[src/rtl/rdm_pkg.sv]
// ----------------------------------------------------------------------------
// rdm_pkg
// Shared types and constants for the reference difference mask.
// ----------------------------------------------------------------------------
package rdm_pkg;

    localparam int DEF_FRAME_WIDTH  = 640;
    localparam int DEF_FRAME_HEIGHT = 480;

    // span math wide enough for left + width and any frame edge up to 4096
    localparam int SPAN_W = 13;

    localparam logic [15:0] MIN_VALID_MM = 16'd50;

    // gray = (B*1868 + G*9617 + R*4899 + 8192) >> 14
    localparam int          GRAY_SUM_W  = 23;
    localparam int          GRAY_SHIFT  = 14;
    localparam logic [13:0] GRAY_B_COEF = 14'd1868;
    localparam logic [13:0] GRAY_G_COEF = 14'd9617;
    localparam logic [13:0] GRAY_R_COEF = 14'd4899;
    localparam logic [13:0] GRAY_ROUND  = 14'd8192;

    // command codes
    localparam logic CMD_LOAD    = 1'b0;
    localparam logic CMD_COMPARE = 1'b1;

    // register indexes
    localparam logic [2:0] REG_DARK_TH    = 3'd0;
    localparam logic [2:0] REG_DIFF_TH    = 3'd1;
    localparam logic [2:0] REG_DEPTH_DLT  = 3'd2;
    localparam logic [2:0] REG_ALLOW_HOLE = 3'd3;
    localparam logic [2:0] REG_ROI_LEFT   = 3'd4;
    localparam logic [2:0] REG_ROI_TOP    = 3'd5;
    localparam logic [2:0] REG_ROI_WIDTH  = 3'd6;
    localparam logic [2:0] REG_ROI_HEIGHT = 3'd7;

    localparam logic [9:0] ROI_WIDTH_RST  = 10'd640;
    localparam logic [8:0] ROI_HEIGHT_RST = 9'd480;

    typedef struct packed {
        logic [7:0]  dark_threshold;
        logic [7:0]  diff_threshold;
        logic [15:0] depth_delta_mm;
        logic        hole_en;
        logic [9:0]  roi_left;
        logic [8:0]  roi_top;
        logic [9:0]  roi_width;
        logic [8:0]  roi_height;
    } t_cfg;

    // register values after reset
    localparam t_cfg CFG_RST = '{
        dark_threshold: 8'd0,
        diff_threshold: 8'd0,
        depth_delta_mm: 16'd0,
        hole_en:        1'b0,
        roi_left:       10'd0,
        roi_top:        9'd0,
        roi_width:      ROI_WIDTH_RST,
        roi_height:     ROI_HEIGHT_RST
    };

    typedef struct packed {
        logic dark_change;
        logic depth_change;
        logic candidate;
    } t_flags;

endpackage

[src/rtl/rdm_front.sv]
// ----------------------------------------------------------------------------
// rdm_front
// Gray conversion, frame address and region test for an incoming pixel.
// ----------------------------------------------------------------------------
module rdm_front import rdm_pkg::*; #(
    parameter int FRAME_WIDTH  = DEF_FRAME_WIDTH,
    parameter int FRAME_HEIGHT = DEF_FRAME_HEIGHT,
    parameter int AW           = $clog2(FRAME_WIDTH * FRAME_HEIGHT)
) (
    input  t_cfg          i_cfg,
    input  logic [9:0]    i_column,
    input  logic [8:0]    i_row,
    input  logic [7:0]    i_blue,
    input  logic [7:0]    i_green,
    input  logic [7:0]    i_red,
    output logic [7:0]    o_gray,
    output logic [AW-1:0] o_addr,
    output logic          o_in_frame,
    output logic          o_in_roi
);

    localparam logic [SPAN_W-1:0] LIM_X = SPAN_W'(FRAME_WIDTH);
    localparam logic [SPAN_W-1:0] LIM_Y = SPAN_W'(FRAME_HEIGHT);

    logic [GRAY_SUM_W-1:0] gray_sum;
    logic [SPAN_W-1:0]     col_x, row_y, left_x, top_y;
    logic [SPAN_W-1:0]     end_x, end_y, clip_x, clip_y;
    logic [31:0]           lin_addr;

    assign gray_sum = GRAY_SUM_W'(i_blue)  * GRAY_SUM_W'(GRAY_B_COEF)
                    + GRAY_SUM_W'(i_green) * GRAY_SUM_W'(GRAY_G_COEF)
                    + GRAY_SUM_W'(i_red)   * GRAY_SUM_W'(GRAY_R_COEF)
                    + GRAY_SUM_W'(GRAY_ROUND);
    assign o_gray = gray_sum[GRAY_SHIFT +: 8];

    assign col_x  = SPAN_W'(i_column);
    assign row_y  = SPAN_W'(i_row);
    assign left_x = SPAN_W'(i_cfg.roi_left);
    assign top_y  = SPAN_W'(i_cfg.roi_top);
    assign end_x  = left_x + SPAN_W'(i_cfg.roi_width);
    assign end_y  = top_y + SPAN_W'(i_cfg.roi_height);
    assign clip_x = (end_x > LIM_X) ? LIM_X : end_x;
    assign clip_y = (end_y > LIM_Y) ? LIM_Y : end_y;

    assign o_in_frame = (col_x < LIM_X) && (row_y < LIM_Y);
    assign o_in_roi   = o_in_frame
                      && (col_x >= left_x) && (col_x < clip_x)
                      && (row_y >= top_y) && (row_y < clip_y);

    // constant multiply; off-frame positions go to entry zero
    assign lin_addr = 32'(i_row) * 32'(FRAME_WIDTH) + 32'(i_column);
    assign o_addr   = o_in_frame ? lin_addr[AW-1:0] : '0;

endmodule

[config.mk]
export PLATFORM = sky130hd
export DESIGN_NAME = rdm_front
export DESIGN_NICKNAME = d
export VERILOG_FILES = /design/src/rtl/rdm_pkg.sv /design/src/rtl/rdm_front.sv
export SDC_FILE = /design/constraint.sdc
export NUM_CORES = 1
export LEC_CHECK = 0
export ABC_AREA = 1
export ABC_CLOCK_PERIOD_IN_PS = 22100
export CORE_ASPECT_RATIO = 2
export CORE_UTILIZATION = 60
export DETAILED_ROUTE_END_ITERATION = 6
export DONT_BUFFER_PORTS = 1
export PLACE_DENSITY = 0.86
export SLEW_MARGIN = 10
export SYNTH_ARGS = -nofsm -noshare
export SYNTH_HDL_FRONTEND = slang
export SYNTH_SLANG_ARGS = --single-unit
[constraint.sdc]
create_clock -name vclk -period 22.1
set_input_delay 6.63 -clock vclk [all_inputs]
set_output_delay 6.63 -clock vclk [all_outputs]
set_load 0.02 [all_outputs]
==> flow_summary.json <==
{
  "outcome": "complete, no violations",
  "setup_viol": 0,
  "cts.hold.buffers_added": 0,
  "max_cap_violations": 0,
  "layout.clock_buffers": 0,
  "timing.critical_path.fanout_max": 4,
  "drt_iter0_markers": 156,
  "start_util_pct": 61.8,
  "place.detailed.hpwl_um": 17700,
  "fraction_of_the_mapped_netlist_area_in_simple_logic_gates_pct": 16.2,
  "hold_class": "primary input to primary output",
  "synth_xor_area_share_pct": 3.27,
  "yosys.area.top_type": "sky130_fd_sc_hd__ha_1",
  "fmax_mhz": 49.2,
  "critical_path_arrival_ps": 13710,
  "setup_fix_buffers_added_after_clock_tree_synthesis": 0,
  "grt_antenna_before_repair": 0,
  "grt_max_degree": 14,
  "synth-seq-area-share_pct": 0,
  "synth-compound-area-share_pct": 8.85,
  "core_area_sq_um": 13000,
  "setup_tns_ps": 0,
  "drive_gt1_share_pct": 3.55,
  "post-route-util_pct": 63.0,
  "dieArea_sq_um": 13900,
  "origin_of_the_worst_setup_path": "i_blue[3]",
  "worst_ep_required_time_ps": 15470,
  "maxSlewHeadroom_pct": 58.4,
  "critical_path.max_stage_delay_ps": 550,
  "vias_cell": 5.57,
  "n_fill_cell": 1080,
  "crit_end": "o_gray[6]",
  "areaGrowthSynthToFinish_pct": 2.06,
  "count_of_distinct_cell_types_in_the_synthesized_netlist": 44,
  "multiplexer_share_of_the_synthesized_area_pct": 0,
  "fin_hold_ws_ps": 13380,
  "synthesis.area_sq_um": 8030,
  "synthMostInstantiatedCell": "sky130_fd_sc_hd__inv_1",
  "final_antenna_net_count": 0,
  "register_area_sq_um": 0,
  "global_placer_s_final_weighted_congestion": 0.928,
  "worst-setup-path-type": "primary input to primary output",
  "syn-instance-count": 1075,
  "final_hold_viol_count": 0,
  "io_buffers": 0,
  "post_synth_fa_ha_maj_area_fraction_pct": 56.2,
  "crit_path_end_kind": "primary output",
  "num_rows": 59,
  "die_x_um": 83.8,
  "timing_worst_slew_pin_value_ps": 620,
  "per_instance_average_area_after_synthesis_sq_um": 7.47,
  "synth_warnings": 0,
  "syn_nets": 1495,
  "layout_worst_path_cycle_share_pct": 92.0,
  "rsz0062_at_grt": "false",
  "cts_repair_resize_count": 0,
  "number_of_global_route_vias_before_repair": 7243,
  "ioPinCount": 143,
  "global_route.overflow_total": 0,
  "cpMaxStageDelayCell": "sky130_fd_sc_hd__fa_1",
  "finalNetCount": 1493,
  "globalRouteTotalUtil_pct": 27.6,
  "wl_um": 18900,
  "post_synth_most_frequent_cells": "321 x sky130_fd_sc_hd__inv_1, 215 x sky130_fd_sc_hd__ha_1, 140 x sky130_fd_sc_hd__nand2_1",
  "synth_area_leaders": "sky130_fd_sc_hd__ha_1 34%, sky130_fd_sc_hd__fa_1 23%, sky130_fd_sc_hd__inv_1 15%",
  "grt_first_pass_wirelength_um": 30900,
  "drv_slew": 0,
  "hold_path_startpoint": "i_column[3]",
  "dominant_combinational_cell_family_by_area_after_synthesis": "adder cells",
  "synth_largest_type_area_fraction_pct": 33.5,
  "die_h_um": 166,
  "drcViolationCount": 0,
  "diodes": 0,
  "dr.pass1.iters": 4,
  "finalWorstPathRequiredPeriod_ps": 20340,
  "layout.sequential_cells": 0,
  "critPathLaunchType": "primary input",
  "dr_total_vias": 6816,
  "wire_per_inst_um": 15.5
}
worst max-delay path: cells and delay by family:
family,cells,cell delay (ps)
adder cells (fa/ha/maj),11,4640
AO/OA/AOI/OAI,5,810
AND/OR/NAND/NOR,3,670
XOR/XNOR,2,630
buffers and inverters,6,290
logic make-up (layout without fill, tap and decap cells):
kind of cell | after synthesis | count (layout)
and+or+nand+nor | 288 | 288
buffers and inverters | 328 | 324
xor gates and xnor gates | 30 | 30
AOI/OAI and AO/OA | 123 | 123
adders and majority gates | 306 | 306
layout make-up:
class	instances	area (sq um)	area share, %
multi-input cells	747	6790	82.8
inverters	324	1220	14.8
well taps	152	190	2.32
cell usage in the layout, fill, tap and decap left out, types with 3 or more instances in the layout:
cell type / instances
sky130_fd_sc_hd__a31oi_1: 6
sky130_fd_sc_hd__xor2_1: 19
sky130_fd_sc_hd__o21bai_1: 4
sky130_fd_sc_hd__o21ai_1: 5
sky130_fd_sc_hd__nor3_1: 8
sky130_fd_sc_hd__nor2_1: 55
sky130_fd_sc_hd__nand3_1: 38
sky130_fd_sc_hd__inv_1: 321
sky130_fd_sc_hd__or2_2: 5
sky130_fd_sc_hd__nand4_1: 10
sky130_fd_sc_hd__a21oi_1: 69
sky130_fd_sc_hd__nor4_1: 3
sky130_fd_sc_hd__o21ai_0: 20
sky130_fd_sc_hd__xnor2_1: 11
sky130_fd_sc_hd__a21o_1: 3
sky130_fd_sc_hd__nand2_1: 140
sky130_fd_sc_hd__nand2_2: 11
sky130_fd_sc_hd__ha_1: 215
sky130_fd_sc_hd__nand3_2: 6
sky130_fd_sc_hd__inv_2: 3
sky130_fd_sc_hd__fa_1: 91
metrics by stage:
step	instance area, sq um	cells	worst slack, ps
2_1_floorplan	8030	1075	2460
3_3_place_gp	8190	1223	1800
3_5_place_dp	8190	1223	1750
4_1_cts	8190	1223	1730
5_1_grt	8190	1223	1380
6_report	8190	1223	1760
routing by layer:
layer	up-vias	share of wire [%]	wire length, um	GRT usage [%]
met5	-	0	0	0
met4	0	7.5	1420	17.0
met2	180	58	11000	60.1
met3	77	3.5	658	2.44
li1	3348	-	-	-
met1	3211	31	5820	22.6
worst min-delay path by stage:
stage,endpoint,slack [ps],cells past startpoint
5_1_grt,o_addr[3],13390,2
3_5_place_dp,o_addr[2],13380,2
6_report,o_addr[3],13380,2
2_1_floorplan,o_addr[1],13380,2
3_3_place_gp,o_addr[6],13380,2
4_1_cts,o_addr[2],13380,2
Power is left out: the tool's default activity adds up to more than one toggle a clock period on the data nets, which glitch-free logic cannot reach.
