<file path="src/rtl/rdm_pkg.sv">
// ----------------------------------------------------------------------------
// rdm_pkg
// Shared types and constants for the reference difference mask.
// ----------------------------------------------------------------------------
package rdm_pkg;

    localparam int DEF_FRAME_WIDTH  = 640;
    localparam int DEF_FRAME_HEIGHT = 480;

    // span math wide enough for left + width and any frame edge up to 4096
    localparam int SPAN_W = 13;

    localparam logic [15:0] MIN_VALID_MM = 16'd50;

    // gray = (B*1868 + G*9617 + R*4899 + 8192) >> 14
    localparam int          GRAY_SUM_W  = 23;
    localparam int          GRAY_SHIFT  = 14;
    localparam logic [13:0] GRAY_B_COEF = 14'd1868;
    localparam logic [13:0] GRAY_G_COEF = 14'd9617;
    localparam logic [13:0] GRAY_R_COEF = 14'd4899;
    localparam logic [13:0] GRAY_ROUND  = 14'd8192;

    // command codes
    localparam logic CMD_LOAD    = 1'b0;
    localparam logic CMD_COMPARE = 1'b1;

    // register indexes
    localparam logic [2:0] REG_DARK_TH    = 3'd0;
    localparam logic [2:0] REG_DIFF_TH    = 3'd1;
    localparam logic [2:0] REG_DEPTH_DLT  = 3'd2;
    localparam logic [2:0] REG_ALLOW_HOLE = 3'd3;
    localparam logic [2:0] REG_ROI_LEFT   = 3'd4;
    localparam logic [2:0] REG_ROI_TOP    = 3'd5;
    localparam logic [2:0] REG_ROI_WIDTH  = 3'd6;
    localparam logic [2:0] REG_ROI_HEIGHT = 3'd7;

    localparam logic [9:0] ROI_WIDTH_RST  = 10'd640;
    localparam logic [8:0] ROI_HEIGHT_RST = 9'd480;

    typedef struct packed {
        logic [7:0]  dark_threshold;
        logic [7:0]  diff_threshold;
        logic [15:0] depth_delta_mm;
        logic        hole_en;
        logic [9:0]  roi_left;
        logic [8:0]  roi_top;
        logic [9:0]  roi_width;
        logic [8:0]  roi_height;
    } t_cfg;

    // register values after reset
    localparam t_cfg CFG_RST = '{
        dark_threshold: 8'd0,
        diff_threshold: 8'd0,
        depth_delta_mm: 16'd0,
        hole_en:        1'b0,
        roi_left:       10'd0,
        roi_top:        9'd0,
        roi_width:      ROI_WIDTH_RST,
        roi_height:     ROI_HEIGHT_RST
    };

    typedef struct packed {
        logic dark_change;
        logic depth_change;
        logic candidate;
    } t_flags;

endpackage

</file>
<file path="src/rtl/rdm_judge.sv">
// ----------------------------------------------------------------------------
// rdm_judge
// Compares the current pixel with its reference entry and forms the flags.
// ----------------------------------------------------------------------------
module rdm_judge import rdm_pkg::*; (
    input  t_cfg        i_cfg,
    input  logic        i_in_roi,
    input  logic [7:0]  i_gray,
    input  logic [15:0] i_depth,
    input  logic [7:0]  i_ref_gray,
    input  logic [15:0] i_ref_depth,
    output t_flags      o_flags
);

    logic [7:0]  diff;
    logic [16:0] near_sum;
    logic        cur_z_ok, base_z_ok, nearer, hole, dark, deep;

    assign diff      = (i_gray > i_ref_gray) ? (i_gray - i_ref_gray)
                                             : (i_ref_gray - i_gray);
    assign cur_z_ok  = i_depth > MIN_VALID_MM;
    assign base_z_ok = i_ref_depth > MIN_VALID_MM;
    assign near_sum  = 17'(i_depth) + 17'(i_cfg.depth_delta_mm);
    assign nearer    = cur_z_ok && base_z_ok && (near_sum < 17'(i_ref_depth));
    assign hole      = i_cfg.hole_en && base_z_ok && !cur_z_ok;

    assign dark = i_in_roi && (i_gray <= i_cfg.dark_threshold)
                           && (diff > i_cfg.diff_threshold);
    assign deep = i_in_roi && (nearer || hole);

    assign o_flags.dark_change  = dark;
    assign o_flags.depth_change = deep;
    assign o_flags.candidate    = dark | deep;

endmodule

</file>
<file path="config.mk">
export PLATFORM = sky130hd
export DESIGN_NAME = rdm_judge
export DESIGN_NICKNAME = d
export VERILOG_FILES = /design/src/rtl/rdm_pkg.sv /design/src/rtl/rdm_judge.sv
export SDC_FILE = /design/constraint.sdc
export NUM_CORES = 1
export LEC_CHECK = 0
export BUFFER_PORTS_ARGS = -buffer_cell sky130_fd_sc_hd__buf_4
export CAP_MARGIN = 5
export CORE_UTILIZATION = 52
export DETAILED_ROUTE_END_ITERATION = 10
export GPL_TIMING_DRIVEN = 0
export PLACE_DENSITY = 0.9
export SETUP_SLACK_MARGIN = 0.15
export SLEW_MARGIN = 25
export SYNTH_ARGS = -nofsm -noshare
export SYNTH_HDL_FRONTEND = slang
export SYNTH_SLANG_ARGS = --single-unit
</file>
<file path="constraint.sdc">
create_clock -name vclk -period 8.4
set_input_delay 0.84 -clock vclk [all_inputs]
set_output_delay 0.84 -clock vclk [all_outputs]
set_load 0.02 [all_outputs]
</file>
==> results of run 1 <==
==> synth_stat cells, types with 2 or more instances <==
cell,count,share of area
a211o_1,3,0.011
a211oi_1,7,0.022
a21o_1,8,0.025
a21oi_1,30,0.063
a31o_2,2,0.0073
a31oi_1,2,0.0052
and3_1,4,0.010
buf_2,2,0.0042
buf_4,2,0.0063
clkbuf_1,2,0.0031
fa_1,3,0.025
ha_1,62,0.32
inv_1,58,0.091
mux2i_1,3,0.013
nand2_1,20,0.031
nand2b_1,6,0.016
nand3_1,9,0.019
nand3b_1,2,0.0063
nand4_1,10,0.026
nor2_1,13,0.020
nor2b_1,4,0.010
nor3_1,8,0.017
nor4_1,3,0.0079
o211ai_1,4,0.013
o21a_1,4,0.013
o21ai_0,13,0.027
o21ai_1,4,0.0084
xnor2_1,13,0.048
xor2_1,3,0.011
==> final cells by class <==
type                       instances  area (sq um)
tap                               52          65.1
inverter                          58           218
buffer                             7          43.8
fill                             367          1290
multi-input combinational        265          2130
timing repair buffer              85           638
==> logic make-up after synthesis <==
family          Yosys count
compound gates           99
xor+xnor                 16
fa+ha+maj                65
buf+inv                  65
simple gates             81
mux                       4
==> worst max-delay path, cell delays in order <==
cell      delay (ps)
buf_4             90
ha_1             150
inv_1             50
fa_1             390
nand2b_1         190
a21oi_1          210
o211ai_1         210
a21oi_1          260
nor4_1            90
a211oi_1         300
ha_1             310
a211oi_1         210
o21ai_1          120
nor3_1           200
a211oi_1         110
o31a_1           310
o32ai_1          310
buf_4            210
==> report_power, final <==
part | internal [mW] | leakage, nW | switching, mW
combinational | 0.117 | 1.71 | 0.123
clock | 0 | 0 | 0
sequential | 0 | 0 | 0
==> layout by cell type, fill, tap and decap left out, types with 2 or more instances in the layout <==
cell type and n:
a21oi_1 30, nand2_1 20, buf_2 2, nand4_1 10, o211ai_1 4, a31o_2 2, nor2b_1 4, a211o_1 3
o21ai_0 13, buf_4 87, fa_1 3, mux2i_1 3, nor3_1 8, inv_1 58, and3_1 4, xor2_1 3
nor4_1 3, nand3_1 9, nand2b_1 6, a31oi_1 2, xnor2_1 13, a211oi_1 7, o21a_1 4, nand3b_1 2
clkbuf_1 2, nor2_1 13, o21ai_1 4, a21o_1 8, ha_1 62
==> how the worst max path moves through the flow <==
stage                 endpoint  slack, ps  depth (start not counted)
CTS                 o_flags[0]       3000                         18
floorplan           o_flags[0]       3470                         16
finish              o_flags[0]       2990                         18
global route        o_flags[0]       2700                         18
global placement    o_flags[0]       3100                         18
detailed placement  o_flags[0]       3020                         18
==> layer usage <==
metal	part of all wire	GRT usage	up-vias	routed length, microns
li1	-	-	1359	-
met1	0.42	0.317	1204	2680
met2	0.50	0.500	85	3220
met3	0.055	0.0291	20	351
met4	0.026	0.0689	0	167
met5	0	0	-	0
==> stage by stage <==
stage,cells,setup WS (ps),hold WS [ps]
2_1_floorplan,330,3470,1930
3_3_place_gp,467,3100,2150
3_5_place_dp,467,3020,2150
4_1_cts,467,3000,2150
5_1_grt,467,2700,2160
6_report,467,2990,2160
==> reports/results.txt, run 1 <==
WP data required -> 7560 ps
crit path launch type -> input pin
synth warn -> 0
Tcrit/Tclk final -> 0.644
die area -> 0.00487 sq mm
detailed placement HPWL -> 5.82 mm
Mapped Cells -> 330
max_slew headroom -> 0.642
RSZ-0062 raised after global routing -> false
syn_nets -> 515
fin nets -> 602
core area -> 0.00438 sq mm
layout clock buffer count -> 0
hold path start -> i_in_roi
Post-DRT Antenna Nets -> 0
Static Leakage -> 1.71 nW
Power Total -> 0.240 mW
Post-Route Utilization -> 0.706
die width -> 69.8 microns
I/O pin count -> 123
worst slew pin tran -> 531 ps
Reg area -> 0 sq um
Netlist cell types -> 55
Post-Synth Simple-Gate Area -> 0.170
area post-placement -> 0.00309 sq mm
sequential cells -> 0
XOR/XNOR Fraction of Synth Area -> 0.0586
vias in the first global route -> 2775
Max-Cap Viols -> 0
Routability Congestion -> 0.892
GR Overflow Total -> 0
vias -> 2668
largest family of logic cells by synthesized area -> adder cells
Post-route DRC -> 0
final instance area -> 0.00309 sq mm
postcts setup bufs -> 0
average wire per standard cell -> 13.7 microns
HP Class -> in -> out
Vias/cell -> 5.71
Layout area overhead -> 29.4%
Starting Density -> 0.545
syn avg cell area -> 7.25 sq um
initial antenna violation count -> 0
Worst VDD drop -> 0.0352 mV
FP Rows -> 24
kind of critical path -> in -> out
hold-critical path depth -> 4
n_diodes -> 0
CP max FO -> 3
Crit. Startpoint -> i_depth[0]
GR Util All Layers -> 0.266
Fmax -> 0.185 GHz
post-route minimum period -> 5410 ps
final hold vios -> 0
P per Cell Area -> 77.6 mW/mm^2
post-synthesis mux area share -> 0.0188
fin. max-slew vios -> 0
drt total wl -> 6.41 mm
Total Neg Setup Slack -> 0 ps
Synth Area in Adders -> 0.350
DR pass1 iterations -> 4
Worst Hold End -> o_flags[0]
status -> finished clean
pin count of the biggest net entering global routing -> 10
PortBufs -> 85
final setup violation count -> 0
share of cells above drive strength 1 -> 0.251
post-cts resize count -> 0
Compound-Gate Fraction of Synth Area -> 0.294
die extent in y -> 69.8 microns
sequential-to-total area share from yosys stat -> 0
cts hold-fix bufs -> 0
1st-iter DRT viols -> 116
CP endpoint kind -> output port
mapped cell area -> 0.00239 sq mm
first-pass GRT wire length -> 11.1 mm
Arrival @ worst endpoint -> 4570 ps
Note: power is estimated with default switching activity, not from simulation.
==> run 2, diff against run 1 <==
Settings changed: ABC_AREA set to 1, CORE_UTILIZATION 52 to 44, PLACE_DENSITY 0.9 to 0.81.
Clock period 8.4 ns to 4.9 ns, I/O delays scaled along.
==> run 2 against run 1 <==
Critical path depth is 4 higher. Utilization shrank 10 points. Critical path type unchanged. Worst setup slack got worse by 2000 ps.
==> reports/results.txt, run 2 <==
Arrival @ worst endpoint -> 3400 ps
P per Cell Area -> 128 mW/mm^2
Worst Hold End -> o_flags[0]
detailed placement HPWL -> 5.08 mm
HP Class -> in -> out
kind of critical path -> in -> out
share of cells above drive strength 1 -> 0.227
Fmax -> 0.257 GHz
worst slew pin tran -> 454 ps
layout clock buffer count -> 0
Worst VDD drop -> 0.0658 mV
first-pass GRT wire length -> 9.29 mm
fin nets -> 645
Max-Cap Viols -> 0
Final Non-Filler Cells -> 528
RSZ-0062 raised after global routing -> false
WHS -> 1460 ps
n_diodes -> 0
post-cts resize count -> 0
Post-route DRC -> 0
most common cell after layout, fill and taps aside -> buf_4
Tcrit/Tclk final -> 0.795
drt total wl -> 5.44 mm
postcts setup bufs -> 0
die extent in y -> 75.3 microns
I/O pin count -> 123
vias in the first global route -> 2440
final hold vios -> 0
core area -> 0.00514 sq mm
hold path start -> i_cfg[38]
hold-critical path depth -> 5
share of Yosys cell area claimed by the top area cell type -> 0.328
Mapped Cells -> 373
synth warn -> 0
Starting Density -> 0.460
average wire per standard cell -> 10.3 microns
sequential-to-total area share from yosys stat -> 0
sequential cells -> 0
1st-iter DRT viols -> 64
Reg area -> 0 sq um
GR Util All Layers -> 0.200
FILL cells -> 505
syn_nets -> 558
top-count cell post-synth -> inv_1
DR pass1 iterations -> 4
CP endpoint kind -> output port
fin. max-slew vios -> 0
die width -> 75.3 microns
Static Leakage -> 1.86 nW
Synth area leader -> ha_1
syn avg cell area -> 6.34 sq um
Power Total -> 0.397 mW
largest stage delay on the critical path -> 350 ps
commonest non-fill, non-tap cells in the layout -> buf_4, inv_1, nand2_1
pin count of the biggest net entering global routing -> 11
Netlist cell types -> 36
cts hold-fix bufs -> 0
Synth top cells by count -> inv_1, nand2_1, ha_1
Most common cell on crit path -> inv_1
WP data required -> 4410 ps
Synth area leaders -> ha_1, inv_1, nand2_1
initial antenna violation count -> 0
mapped cell area -> 0.00236 sq mm
GR Overflow Total -> 0
FP Rows -> 26
Total Neg Setup Slack -> 0 ps
status -> finished clean
Layout area overhead -> 30.7%
slowest stage cell, crit path -> fa_1
vias -> 2619
CP max FO -> 10
final setup violation count -> 0
crit path launch type -> input pin
post-route minimum period -> 3890 ps
Post-DRT Antenna Nets -> 0
Routability Congestion -> 0.872
DP Cell Count -> 528
max_slew headroom -> 0.695
worst path cell trace -> buf_4 -> inv_1 -> ha_1 -> inv_1 -> fa_1 -> inv_1 -> o21ai_2 -> a21oi_2 -> nand2_2 -> nand2_4 -> o21ai_1 -> nand2_1 -> xor2_1 -> inv_1 -> ha_1 -> nand2_1 -> o41ai_1 -> inv_1 -> nand3_1 -> inv_1 -> buf_4 -> buf_4
Vias/cell -> 4.96
die area -> 0.00567 sq mm
PortBufs -> 85
## run 2: cell count changes in the layout (fill, tap and decap cells not counted), moves of 6 or more
cell / previous run / this run
inv_1: 58 / 84
nand2b_1: 6 / 0
a21o_1: 8 / 1
nand3_1: 9 / 15
nand2_1: 20 / 74
xor2_1: 3 / 13
## run 2: worst max-delay path: cells and delay by family
kind,cells,cell delay (ps)
AND/OR/NAND/NOR,5,470
AO/OA/AOI/OAI,4,670
adder cells (fa/ha/maj),3,790
buffers and inverters,9,820
XOR/XNOR,1,150
## run 2: worst max path at each step
stage                   start    endpoint  slack [ps]
CTS                 i_gray[0]  o_flags[2]         960
floorplan           i_gray[0]  o_flags[2]        1520
global placement    i_gray[0]  o_flags[2]        1030
global route        i_gray[0]  o_flags[2]         720
finish              i_gray[0]  o_flags[2]        1010
detailed placement  i_gray[0]  o_flags[2]         960
## run 2: layout make-up
cell class | count | area (sq um) | share of cell area
Buffer | 4 | 30.0 | 0.00972
Inverter | 86 | 325 | 0.105
Multi-Input combinational cell | 283 | 2010 | 0.650
Tap cell | 70 | 87.6 | 0.0283
Timing Repair Buffer | 85 | 638 | 0.206
## run 2: cells by family after synthesis
kind of cell,Yosys count,synth area share
buffers and inverters,90,0.150
adders and majority gates,65,0.353
and+or+nand+nor,126,0.238
AOI/OAI and AO/OA,71,0.181
xor gates and xnor gates,21,0.0778
## run 2: metal layers
| layer | routed length (microns) | GRT usage |
|---|---|---|
| met1 | 2330 | 0.238 |
| met2 | 2870 | 0.398 |
| met3 | 163 | 0.00661 |
| met4 | 76 | 0.0370 |
| met5 | 0 | 0 |
## run 2: through the flow
stage	cell area, sq um	worst slack (ps)	utilization
3_5_place_dp	3090	960	0.601
6_report	3090	1010	0.601
4_1_cts	3090	963	0.601
5_1_grt	3090	721	0.601
2_1_floorplan	2360	1520	-
3_3_place_gp	3090	1030	0.601
## run 2: power breakdown
group | internal (mW) | switching, mW
Clock | 0 | 0
Sequential | 0 | 0
Combinational | 0.183 | 0.214
Total | 0.183 | 0.214
